<file path="src/rtl/core/crc_pkg.sv">
// Package for the connection rule classifier: payload structs, op codes and rule type.
// No dependencies.
package crc_pkg;

    localparam logic [1:0] OP_CLASSIFY = 2'd0;
    localparam logic [1:0] OP_APPEND   = 2'd1;
    localparam logic [1:0] OP_PREPEND  = 2'd2;
    localparam logic [1:0] OP_UNUSED   = 2'd3;

    localparam int SEL_FAMILY = 0;
    localparam int SEL_TIME   = 1;
    localparam int SEL_LOCAL  = 2;
    localparam int SEL_REMOTE = 3;
    localparam int SEL_STATE  = 4;
    localparam int SEL_ADDR   = 5;
    localparam int SEL_PORT   = 6;

    localparam logic signed [32:0] TIME_WINDOW = 33'sd2;

    typedef struct packed {
        logic [1:0]  op;
        logic [6:0]  selectors;
        logic [3:0]  action;
        logic        is_ipv6;
        logic [63:0] local_addr_hi;
        logic [63:0] local_addr_lo;
        logic [15:0] local_port;
        logic [63:0] remote_addr_hi;
        logic [63:0] remote_addr_lo;
        logic [15:0] remote_port;
        logic [3:0]  conn_state;
        logic [31:0] time_stamp;
    } in_word_t;

    typedef struct packed {
        logic        hit;
        logic [3:0]  rule_position;
        logic [3:0]  result_action;
        logic [31:0] hit_total;
        logic        table_full;
    } out_word_t;

    // One stored rule together with its counters.
    typedef struct packed {
        logic [6:0]  selectors;
        logic [3:0]  action;
        logic        family;
        logic [63:0] local_hi;
        logic [63:0] local_lo;
        logic [63:0] remote_hi;
        logic [63:0] remote_lo;
        logic [15:0] local_port;
        logic [15:0] remote_port;
        logic [3:0]  conn_state;
        logic [31:0] stamp;
        logic [31:0] eval_total;
        logic [31:0] hit_total;
    } rule_t;

    // Command broadcast from the controller to every cell.
    typedef struct packed {
        logic load;     // write a new rule into the addressed cell
        logic shift;    // prepend: every cell takes its left neighbor
        logic eval;     // classify: bump counters of tested cells
    } cell_cmd_t;

endpackage

</file>
<file path="src/rtl/core/crc_cell.sv">
// One rule cell: holds a rule, tests it against the broadcast connection, keeps counters.
// Depends on crc_pkg.
module crc_cell (
    input  logic             clk,
    input  crc_pkg::cell_cmd_t cmd,
    input  logic             load_here,
    input  logic             tested,
    input  crc_pkg::in_word_t conn,
    input  crc_pkg::in_word_t add_word,
    input  crc_pkg::rule_t   left_rule,
    output crc_pkg::rule_t   rule,
    output logic             match
);
    import crc_pkg::*;

    rule_t rule_reg;
    rule_t new_rule;
    logic  fam_ok, time_ok, loc_ok, rem_ok, st_ok, any_sel;
    logic signed [32:0] diff;

    function automatic logic side_ok(input logic [6:0] sel, input logic rfam,
                                     input logic [63:0] rhi, input logic [63:0] rlo,
                                     input logic [15:0] rport, input logic cfam,
                                     input logic [63:0] chi, input logic [63:0] clo,
                                     input logic [15:0] cport);
        logic ok;
        begin
            ok = 1'b1;
            if (sel[SEL_ADDR])
            begin
                if (rfam != cfam)
                    ok = 1'b0;
                else if (rfam)
                    ok = (rhi == chi) && (rlo == clo);
                else
                    ok = (rlo[31:0] == clo[31:0]);
            end
            if (sel[SEL_PORT])
                ok = ok && (rport == cport);
            side_ok = ok;
        end
    endfunction

    // A new rule is built from the word being accepted, not from the latched connection.
    always_comb
    begin
        new_rule.selectors   = add_word.selectors;
        new_rule.action      = add_word.action;
        new_rule.family      = add_word.is_ipv6;
        new_rule.local_hi    = add_word.local_addr_hi;
        new_rule.local_lo    = add_word.local_addr_lo;
        new_rule.remote_hi   = add_word.remote_addr_hi;
        new_rule.remote_lo   = add_word.remote_addr_lo;
        new_rule.local_port  = add_word.local_port;
        new_rule.remote_port = add_word.remote_port;
        new_rule.conn_state  = add_word.conn_state;
        new_rule.stamp       = add_word.time_stamp;
        new_rule.eval_total  = 32'd0;
        new_rule.hit_total   = 32'd0;
    end

    assign diff    = $signed({1'b0, conn.time_stamp}) - $signed({1'b0, rule_reg.stamp});
    assign fam_ok  = !rule_reg.selectors[SEL_FAMILY] || (conn.is_ipv6 == rule_reg.family);
    assign time_ok = !rule_reg.selectors[SEL_TIME] || (diff < TIME_WINDOW);
    assign loc_ok  = !rule_reg.selectors[SEL_LOCAL] ||
                     side_ok(rule_reg.selectors, rule_reg.family, rule_reg.local_hi,
                             rule_reg.local_lo, rule_reg.local_port, conn.is_ipv6,
                             conn.local_addr_hi, conn.local_addr_lo, conn.local_port);
    assign rem_ok  = !rule_reg.selectors[SEL_REMOTE] ||
                     side_ok(rule_reg.selectors, rule_reg.family, rule_reg.remote_hi,
                             rule_reg.remote_lo, rule_reg.remote_port, conn.is_ipv6,
                             conn.remote_addr_hi, conn.remote_addr_lo, conn.remote_port);
    assign st_ok   = !rule_reg.selectors[SEL_STATE] || (rule_reg.conn_state == conn.conn_state);
    assign any_sel = rule_reg.selectors[SEL_TIME] | rule_reg.selectors[SEL_LOCAL] |
                     rule_reg.selectors[SEL_REMOTE] | rule_reg.selectors[SEL_STATE];
    assign match   = fam_ok && time_ok && loc_ok && rem_ok && st_ok && any_sel;

    // Rule contents have no reset; only cells below the fill count are ever read.
    always_ff @(posedge clk)
    begin
        if (cmd.load && load_here)
            rule_reg <= new_rule;
        else if (cmd.shift)
            rule_reg <= left_rule;
        else if (cmd.eval && tested)
        begin
            rule_reg.eval_total <= rule_reg.eval_total + 32'd1;
            if (match)
                rule_reg.hit_total <= rule_reg.hit_total + 32'd1;
        end
    end

    assign rule = rule_reg;

endmodule

</file>
<file path="config.mk">
export PLATFORM = sky130hd
export DESIGN_NAME = crc_cell
export DESIGN_NICKNAME = d
export VERILOG_FILES = /design/src/rtl/core/crc_pkg.sv /design/src/rtl/core/crc_cell.sv
export SDC_FILE = /design/constraint.sdc
export NUM_CORES = 1
export LEC_CHECK = 0
export BUFFER_PORTS_ARGS = -buffer_cell sky130_fd_sc_hd__buf_2
export CAP_MARGIN = 25
export CORE_AREA = 2 2 576 578
export CTS_CLUSTER_DIAMETER = 60
export DETAILED_ROUTE_END_ITERATION = 8
export DIE_AREA = 0 0 578 580
export GPL_TIMING_DRIVEN = 0
export PLACE_DENSITY_LB_ADDON = 0.3
export SLEW_MARGIN = 25
export SYNTH_ARGS = -nofsm -noshare
export SYNTH_HDL_FRONTEND = slang
export SYNTH_SLANG_ARGS = --single-unit
</file>
<file path="constraint.sdc">
create_clock -name clk -period 13.17 [get_ports clk]
set_input_delay 3.2925 -clock clk [delete_from_list [all_inputs] [get_ports clk]]
set_output_delay 3.2925 -clock clk [all_outputs]
set_load 0.01 [all_outputs]
</file>
Word-level counts from Yosys, hierarchy flattened
Cells that the tools add are included.
- $add $sub $neg: 3
- $lt $le $gt $ge: 1
- equality and inequality tests: 11
- multiplexer cells: 13
- bitwise logic cells: 3
- reductions and logical operators: 25
- operators with widths (operator ; count):
    $mux 400 ; 1
    $mux 336 ; 1
    $eq 64x64->1 ; 4
    $mux 64 ; 2
    $add 32x1->32 const B ; 2
    $eq 32x32->1 ; 2
    $lt 33x3->1 const B ; 1
    $sub 32x32->33 ; 1
    $eq 16x16->1 ; 2
    $mux 32 ; 1
    $logic_and 1x1->1 ; 11
    $mux 1 ; 8
    $reduce_bool 2->1 ; 3
    $logic_not 1->1 ; 5
    $logic_or 1x1->1 ; 5
    $eq 4x4->1 ; 1
    $or 1x1->1 ; 3
    $reduce_and 2->1 ; 1
    $eq 1x1->1 ; 1
    $ne 1x1->1 ; 1
- flip-flop bits (word level): 400
- input bits: 1082
- output and inout bits: 401
- logic and storage cells: 69

Longest topological paths before layout
Gate-level depths: netlist of the first run.
- depth in word-level cells: 16
- mapped depth: 15
- gate-level depth less buffers: 13

Worst setup path before layout of the first run
No wires, ideal clock.
- kind: in2reg
- start point: input cmd[1] (netlist bit)
- end point: register rule_reg, in the netlist rule[100] (enable)
- arrival: 9575 ps
- data required time: 10694 ps
- setup slack: 1120 ps
- cell stages on the path: 5
- path buffers: 3
- path through: clkbuf_1 > clkinv_1 > clkbuf_1 > clkbuf_1 > nand2_1
- cells in the longest elaborated chain, start to end: 1
- ends and longest elaborated chain (what ; line ; RTL):
    start, declared ; crc_cell.sv:5 ; input crc_pkg::cell_cmd_t cmd,
    $reduce_bool 2->1 (no line) ; - ;
    end signal, assigned ; crc_cell.sv:82 ; rule_reg <= new_rule;
    end signal, assigned ; crc_cell.sv:84 ; rule_reg <= left_rule;
    end, declared ; crc_cell.sv:16 ; rule_t rule_reg;
Every way passes these cells.
A chain may end at the register's enable or synchronous reset.

Worst setup path after layout of the first run
- start point: input conn[318] (netlist bit)
- end point: output match
- cells in the longest elaborated chain, start to end: 12
- ends and longest elaborated chain (what ; line ; RTL):
    start, declared ; crc_cell.sv:8 ; input crc_pkg::in_word_t conn,
    $eq 64x64->1 (*) ; crc_cell.sv:34 ; ok = (rhi == chi) && (rlo == clo);
    $logic_and 1x1->1 (*) ; crc_cell.sv:34 ;
    $mux 1 (*) ; crc_cell.sv:33 ; else if (rfam)
    $mux 1 (*) ; crc_cell.sv:31 ; if (rfam != cfam)
    $mux 1 (*) ; crc_cell.sv:29 ; if (sel[SEL_ADDR])
    $logic_and 1x1->1 ; crc_cell.sv:39 ; ok = ok && (rport == cport);
    $mux 1 (*) ; crc_cell.sv:38 ; if (sel[SEL_PORT])
    $logic_or 1x1->1 (*) ; crc_cell.sv:65 ; assign loc_ok = !rule_reg.selectors[SEL_LOCAL] ||
    $logic_and 1x1->1 (*) (4 in series) ; crc_cell.sv:76 ; assign match = fam_ok && time_ok && loc_ok && rem_ok && st_ok && any_sel;
    end, declared ; crc_cell.sv:12 ; output logic match
Mark *: on every way between the ends. The rest lies on a longest branch, timed or not.

==> run_results.csv, run 1 <==
group,metric,value,unit
flow_run,maxCapViolCount,0,
yosys,syn-cell-area,23300,um2
yosys,synthTopCellsByCount,"1,095 x nand2_1, 336 x edfxtp_1, 292 x xnor2_1, 109 x clkbuf_1, 106 x a21oi_1",
yosys,ys_async_sr_fraction,0,%
route,wl_met1,130,mm
grt,grt_pass1_wl,385,mm
route,drt-initial-drc-count,2540,
timing,setup_tns,0,ps
route,wirelength,326,mm
route,routed.top_layer,"met5",
cts,cts-buffers-inserted,95,
critical_path,cpLargestDelayFamily,"simple AND/OR/NAND/NOR gates",
grt,grt_max_degree,47,
route,avgViaCountPerCell,3.31,
power_and_ir_drop,leakage,17.1,nW
route,drc_errors,0,
run_status,status,"completed",
critical_path,cp_cell_sequence,"buf_2 > xnor2_1 > nand4_1 > nor4_2 > nand4_1 > a211oi_1 > o211ai_1 > nor2_1 > buf_2",
route,routedWlPerCell,37.2,um
floorplan,die_y,580,um
yosys,synthesis.nets,3764,
place,port_buffers,1466,
cts,clockRootBuffer,"clkbuf_16",
yosys,ys_ff_latch,400,
timing,min_period_over_period,83.3,%
grt,grtUsageTotal,18.7,%
layout,multi_input_area,11300,um2
critical_path,slowest_stage,"nor4_2",
route,route.met3.wl,39.6,mm
layout,fin_util,12.1,%
layout,area_growth,72.0,%
cts,clkSlewWorstSetupHoldPaths,50,ps
critical_path,start_kind,"input port",
power_and_ir_drop,peakVddDrop,0.0888,mV
yosys,yosysTopAreaCell,"edfxtp_1",
timing,worst_slack,2200,ps
timing,timing.final.crit_period,10970,ps
floorplan,coreArea,329000,um2
timing,slew_viol_final,0,
grt,grt-ovfl-total,0,
worst_hold_path,hold_class,"flip-flop to flip-flop",
route,num_vias,29000,
place,dp_hpwl,297,mm
yosys,synth_most_common_cell,"nand2_1",
critical_path,end_kind,"output pin",
timing,clock.fmax,91.2,MHz
grt,grt_pass1_vias,28400,
cts,cts_tree,"built",
route,first_pass_iters,7,
layout,largest_reg_flops,400,
power_and_ir_drop,p_per_area,143,nW/um2
route,ant_nets,0,
critical_path,crit_fanout,3,
critical_path,crit_required,9880,ps
critical_path,rrSetupSlack,7120,ps
yosys,synth_cell_types,73,
floorplan,start_util,7.06,%
yosys,ys_top_cells_by_area,"edfxtp_1 43%, nand2_1 18%, xnor2_1 11%",
timing,finClkSkew,63.9,ps
critical_path,path_buf_inv,2,
grt,grt_antenna_before_repair,273,
timing,setup-violations-final,0,
cts,insertion_delay,820,ps
floorplan,die_x,578,um
critical_path,crit_type,"input port to output pin",
place,pre_cts_ws,2150,ps
critical_path,cp_slowest_stage_delay,790,ps
yosys,postSynthCellCount,2648,
layout,regArea,11400,um2
layout,drive_above_1_share,39.3,%
yosys,synth_ff_type,"edfxtp_1",
yosys,synth.yosys.warnings,0,
timing,hold_violations,0,
timing,rsz0062_at_grt,"false",
layout,fillCellCount,38200,
critical_path,arrival,7680,ps
timing,slew_headroom,27.1,%
yosys,synth-edff-count,336,
layout,nets,5348,
floorplan,ioPinCount,1483,
timing,tightestPinTransition,1090,ps
floorplan,die-area,335000,um2
yosys,synth_top_area_share,43.4,%
yosys,yosysSeqAreaShare,48.9,%
place,place_congestion,1.02,
cts,h-tree-depth,3,
floorplan,row_count,211,
cts,cts_hold_buf,0,
route,wl_met2,141,mm
power_and_ir_drop,finalPower,0.00570,W
cts,clk_path_buf_depth,4,
cts,cts.repair.resized,0,
yosys,syn_avg_cell_area,8.78,um2
cts,post_cts_buffers,0,
cts,clock-sinks,400,
==> per-layer routing <==
layer  global-route usage (%)  vias up
met5                        0        -
met4                     7.71      130
met3                     8.70      588
met2                     28.7     1871
met1                     22.3    14100
li1                         -    12300
==> final timing paths <==
check	from	end	depth (start not counted)
max	conn[318]	match	9
min	rule[16]	rule[16]	2
max reg2reg	rule[382]	rule[16]	12
min reg2reg	rule[16]	rule[16]	2
==> layout by cell type (no fill, tap or decap), types with 22 or more instances in the layout <==
cell type,count
a21oi_1,106
and3_1,24
buf_2,1468
clkbuf_1,91
clkbuf_16,97
clkbuf_2,23
dfxtp_1,64
diode_2,102
edfxtp_1,336
ha_1,33
inv_1,46
nand2_1,1094
nand3_1,27
nand4_1,83
nor2_1,80
nor3_1,29
nor4_1,22
o21ai_0,59
xnor2_1,291
xor2_1,59
==> worst register-to-register path, stage by stage, from the launching register on <==
cell and delay [ps]:
edfxtp_1 400, xnor2_1 720, nand4_1 500, nor4_2 790, nand4_1 710, a211oi_1 440
o211ai_1 330, nor4b_1 610, nand4_4 410, nand2_2 390, buf_2 280, o21ai_0 140
a211oi_1 280
==> report_power, final <==
group	total, W	switching, W	internal (W)	leakage [nW]
registers	0.00178	0.000234	0.00155	3.90
clock network	0.00248	0.000951	0.00153	1.51
logic	0.00144	0.000984	0.000452	11.7
==> logic make-up after synthesis <==
family | after synthesis | share of synthesized area (%)
DFF | 400 | 48.9
adders and majority gates | 34 | 1.86
muxes | 9 | 0.387
buffers and inverters | 163 | 2.66
xor gates and xnor gates | 352 | 13.3
AOI/OAI and AO/OA | 269 | 7.25
and+or+nand+nor | 1421 | 25.7
==> cell type report <==
class / instances / share of cell area [%]
plain buffers: 116 / 1.19
clock inverters: 63 / 1.68
clock buffers: 104 / 6.16
diodes: 102 / 0.638
inverters: 47 / 0.441
flip-flops and latches: 400 / 28.4
well taps: 4366 / 13.7
multi-input cells: 2085 / 28.3
repair buffers: 1487 / 19.4
==> stage by stage <==
step	std cells	hold slack, ps	cell area, um2
finish	8770	486	40000
global route	8712	519	39800
CTS	8666	489	39700
detailed placement	8499	477	36600
global placement	8480	482	36100
floorplan	2648	480	23300
No activity file was read; power rests on OpenSTA's default activity.
==> run 2, diff against run 1 <==
--- a/config.mk
+++ b/config.mk
@@ -5,12 +5,13 @@
 export SDC_FILE = /design/constraint.sdc
 export NUM_CORES = 1
 export LEC_CHECK = 0
+export ABC_AREA = 1
 export BUFFER_PORTS_ARGS = -buffer_cell sky130_fd_sc_hd__buf_2
 export CAP_MARGIN = 25
-export CORE_AREA = 2 2 576 578
+export CORE_AREA = 2 2 585 587
 export CTS_CLUSTER_DIAMETER = 60
 export DETAILED_ROUTE_END_ITERATION = 8
-export DIE_AREA = 0 0 578 580
+export DIE_AREA = 0 0 587 589
 export GPL_TIMING_DRIVEN = 0
 export PLACE_DENSITY_LB_ADDON = 0.3
 export SLEW_MARGIN = 25
==> constraint.sdc (replaced) <==
create_clock -name clk -period 10.4 [get_ports clk]
set_input_delay 2.6 -clock clk [delete_from_list [all_inputs] [get_ports clk]]
set_output_delay 2.6 -clock clk [all_outputs]
set_load 0.01 [all_outputs]
==> run_results.csv, run 2 <==
group,metric,value,unit
route,first_pass_iters,6,
worst_hold_path,hold_class,"flip-flop to flip-flop",
grt,grt_antenna_before_repair,340,
yosys,synthesis.nets,4730,
floorplan,start_util,7.52,%
timing,setup-violations-final,0,
route,avgViaCountPerCell,3.18,
layout,final_cell_mix,"1,742 x nand2_1, 1,469 x buf_2, 386 x nor2_1",
cts,cts_tree,"built",
cts,clock-sinks,400,
route,ant_nets,0,
yosys,synth_most_common_cell,"nand2_1",
yosys,ys_async_sr_fraction,0,%
yosys,synthTopCellsByCount,"1,743 x nand2_1, 387 x nor2_1, 380 x inv_1, 336 x edfxtp_1, 157 x xor2_1",
route,drc_errors,0,
route,routedWlPerCell,31.6,um
critical_path,rr_startpoint,"rule[388]",
timing,slew_viol_final,0,
cts,clkSlewWorstSetupHoldPaths,50,ps
yosys,ys_ff_latch,400,
yosys,synth_cell_types,40,
yosys,synth.yosys.warnings,0,
floorplan,coreArea,339000,um2
cts,h-tree-depth,3,
yosys,syn-cell-area,25500,um2
critical_path,arrival,5990,ps
timing,timing.final.crit_period,8590,ps
timing,tightestPinTransition,1020,ps
cts,cts.repair.resized,0,
yosys,syn_avg_cell_area,7.05,um2
cts,clk_path_buf_depth,4,
layout,multi_input_area,12300,um2
worst_hold_path,hold_start,"rule[29]",
yosys,synth-edff-count,336,
critical_path,crit_path_start,"conn[293]",
grt,grtUsageTotal,17.5,%
cts,insertion_delay,820,ps
layout,fin_util,12.5,%
grt,grt_pass1_vias,29800,
floorplan,die_y,589,um
route,drt-initial-drc-count,2300,
yosys,postSynthCellCount,3614,
layout,nets,6306,
timing,min_period_over_period,82.6,%
route,wirelength,313,mm
timing,slew_headroom,31.8,%
grt,grt-ovfl-total,0,
critical_path,end_kind,"output pin",
layout,fillCellCount,39800,
layout,largest_reg_flops,400,
place,place_congestion,0.963,
floorplan,ioPinCount,1483,
power_and_ir_drop,finalPower,0.00717,W
critical_path,crit_required,7800,ps
place,dp_hpwl,286,mm
run_status,status,"completed",
power_and_ir_drop,peakVddDrop,0.110,mV
floorplan,die_x,587,um
cts,cts_hold_buf,0,
cts,post_cts_buffers,0,
place,port_buffers,1466,
timing,clock.fmax,116,MHz
grt,grt_max_degree,75,
timing,whs,509,ps
critical_path,crit_type,"input port to output pin",
critical_path,start_kind,"input port",
layout,regArea,11400,um2
yosys,synth_ff_type,"edfxtp_1",
layout,drive_above_1_share,31.8,%
grt,grt_pass1_wl,375,mm
power_and_ir_drop,p_per_area,170,nW/um2
yosys,yosysTopAreaCell,"edfxtp_1",
timing,worst_slack,1810,ps
flow_run,maxCapViolCount,0,
route,num_vias,31500,
floorplan,die-area,346000,um2
place,pre_cts_ws,1790,ps
cts,clockRootBuffer,"clkbuf_16",
layout,area_growth,65.9,%
yosys,ys_top_cells_by_area,"edfxtp_1 40%, nand2_1 26%, nor2_1 5.7%",
layout,final_common_cell,"nand2_1",
critical_path,crit_fanout,2,
timing,rsz0062_at_grt,"false",
timing,hold_violations,0,
yosys,yosysSeqAreaShare,44.6,%
cts,cts-buffers-inserted,94,
floorplan,row_count,214,
power_and_ir_drop,leakage,20.5,nW
timing,finClkSkew,81.3,ps
yosys,synth_top_area_share,39.6,%
## run 2: changes by cell type after synthesis, sizes merged, moves of 42 or more
| cell | delta |
|---|---|
| a21oi | -42 |
| inv | +336 |
| nand2 | +647 |
| nand3 | +66 |
| nand4 | -53 |
| nor2 | +312 |
| xnor2 | -238 |
| xor2 | +97 |
## run 2: where the power goes
part	total, W	internal [W]	switching [W]
clock	0.00318	0.00200	0.00119
combinational	0.00177	0.000562	0.00121
sequential	0.00221	0.00197	0.000244
total	0.00717	0.00452	0.00264
## run 2: path summary, 6_finish.rpt
check,cells after the start,to,slack (ps)
max,19,match,1810
min,2,rule[29],510
max reg2reg,15,rule[16],6230
min reg2reg,2,rule[29],510
## run 2: through the flow
stage,instance area (um2),setup TNS [ps],std cells
global route,42100,0,9822
finish,42300,0,9894
floorplan,25500,0,3614
detailed placement,38900,0,9630
global placement,38500,-1555690,9616
CTS,42000,0,9800
## run 2: area by class of cell
class	instances	share of cell area, %
Sequential cell	400	26.9
Inverter	383	3.40
Clock inverter	61	1.71
Buffer	108	1.07
Clock buffer	109	5.80
Antenna cell	94	0.556
Tap cell	4536	13.4
Timing Repair Buffer	1480	18.1
Multi-Input combinational cell	2723	29.0
## run 2: kinds of logic after synthesis
kind of cell             count (synthesis)  share of synthesized area, %
flip-flops                             400                          44.6
buffers and inverters                  491                          7.34
XOR/XNOR                               211                          7.25
adder cells (fa/ha/maj)                 34                          1.70
AND/OR/NAND/NOR                       2321                          35.6
AO/OA/AOI/OAI                          157                          3.48
## run 2: worst max-delay path, stage by stage
cell	delay, ps
buf_2	110
nor2_1	90
nor2_1	50
nor2_1	640
nand2_1	110
nor2_1	130
nand2_1	420
nor2_1	230
nand3_1	90
nand2_1	70
nand2_1	310
nand2_1	150
nand2_1	60
nand2_1	50
nand2_1	60
nor2_2	120
buf_8	170
and2_1	140
buf_2	270
## run 2: layer usage
metal	vias to the layer above	track usage (%)	routed length, um
met5	-	0	1010
met3	544	9.44	39800
met1	14300	21.7	133000
met4	150	3.30	7430
met2	1887	26.5	132000
li1	14600	-	-
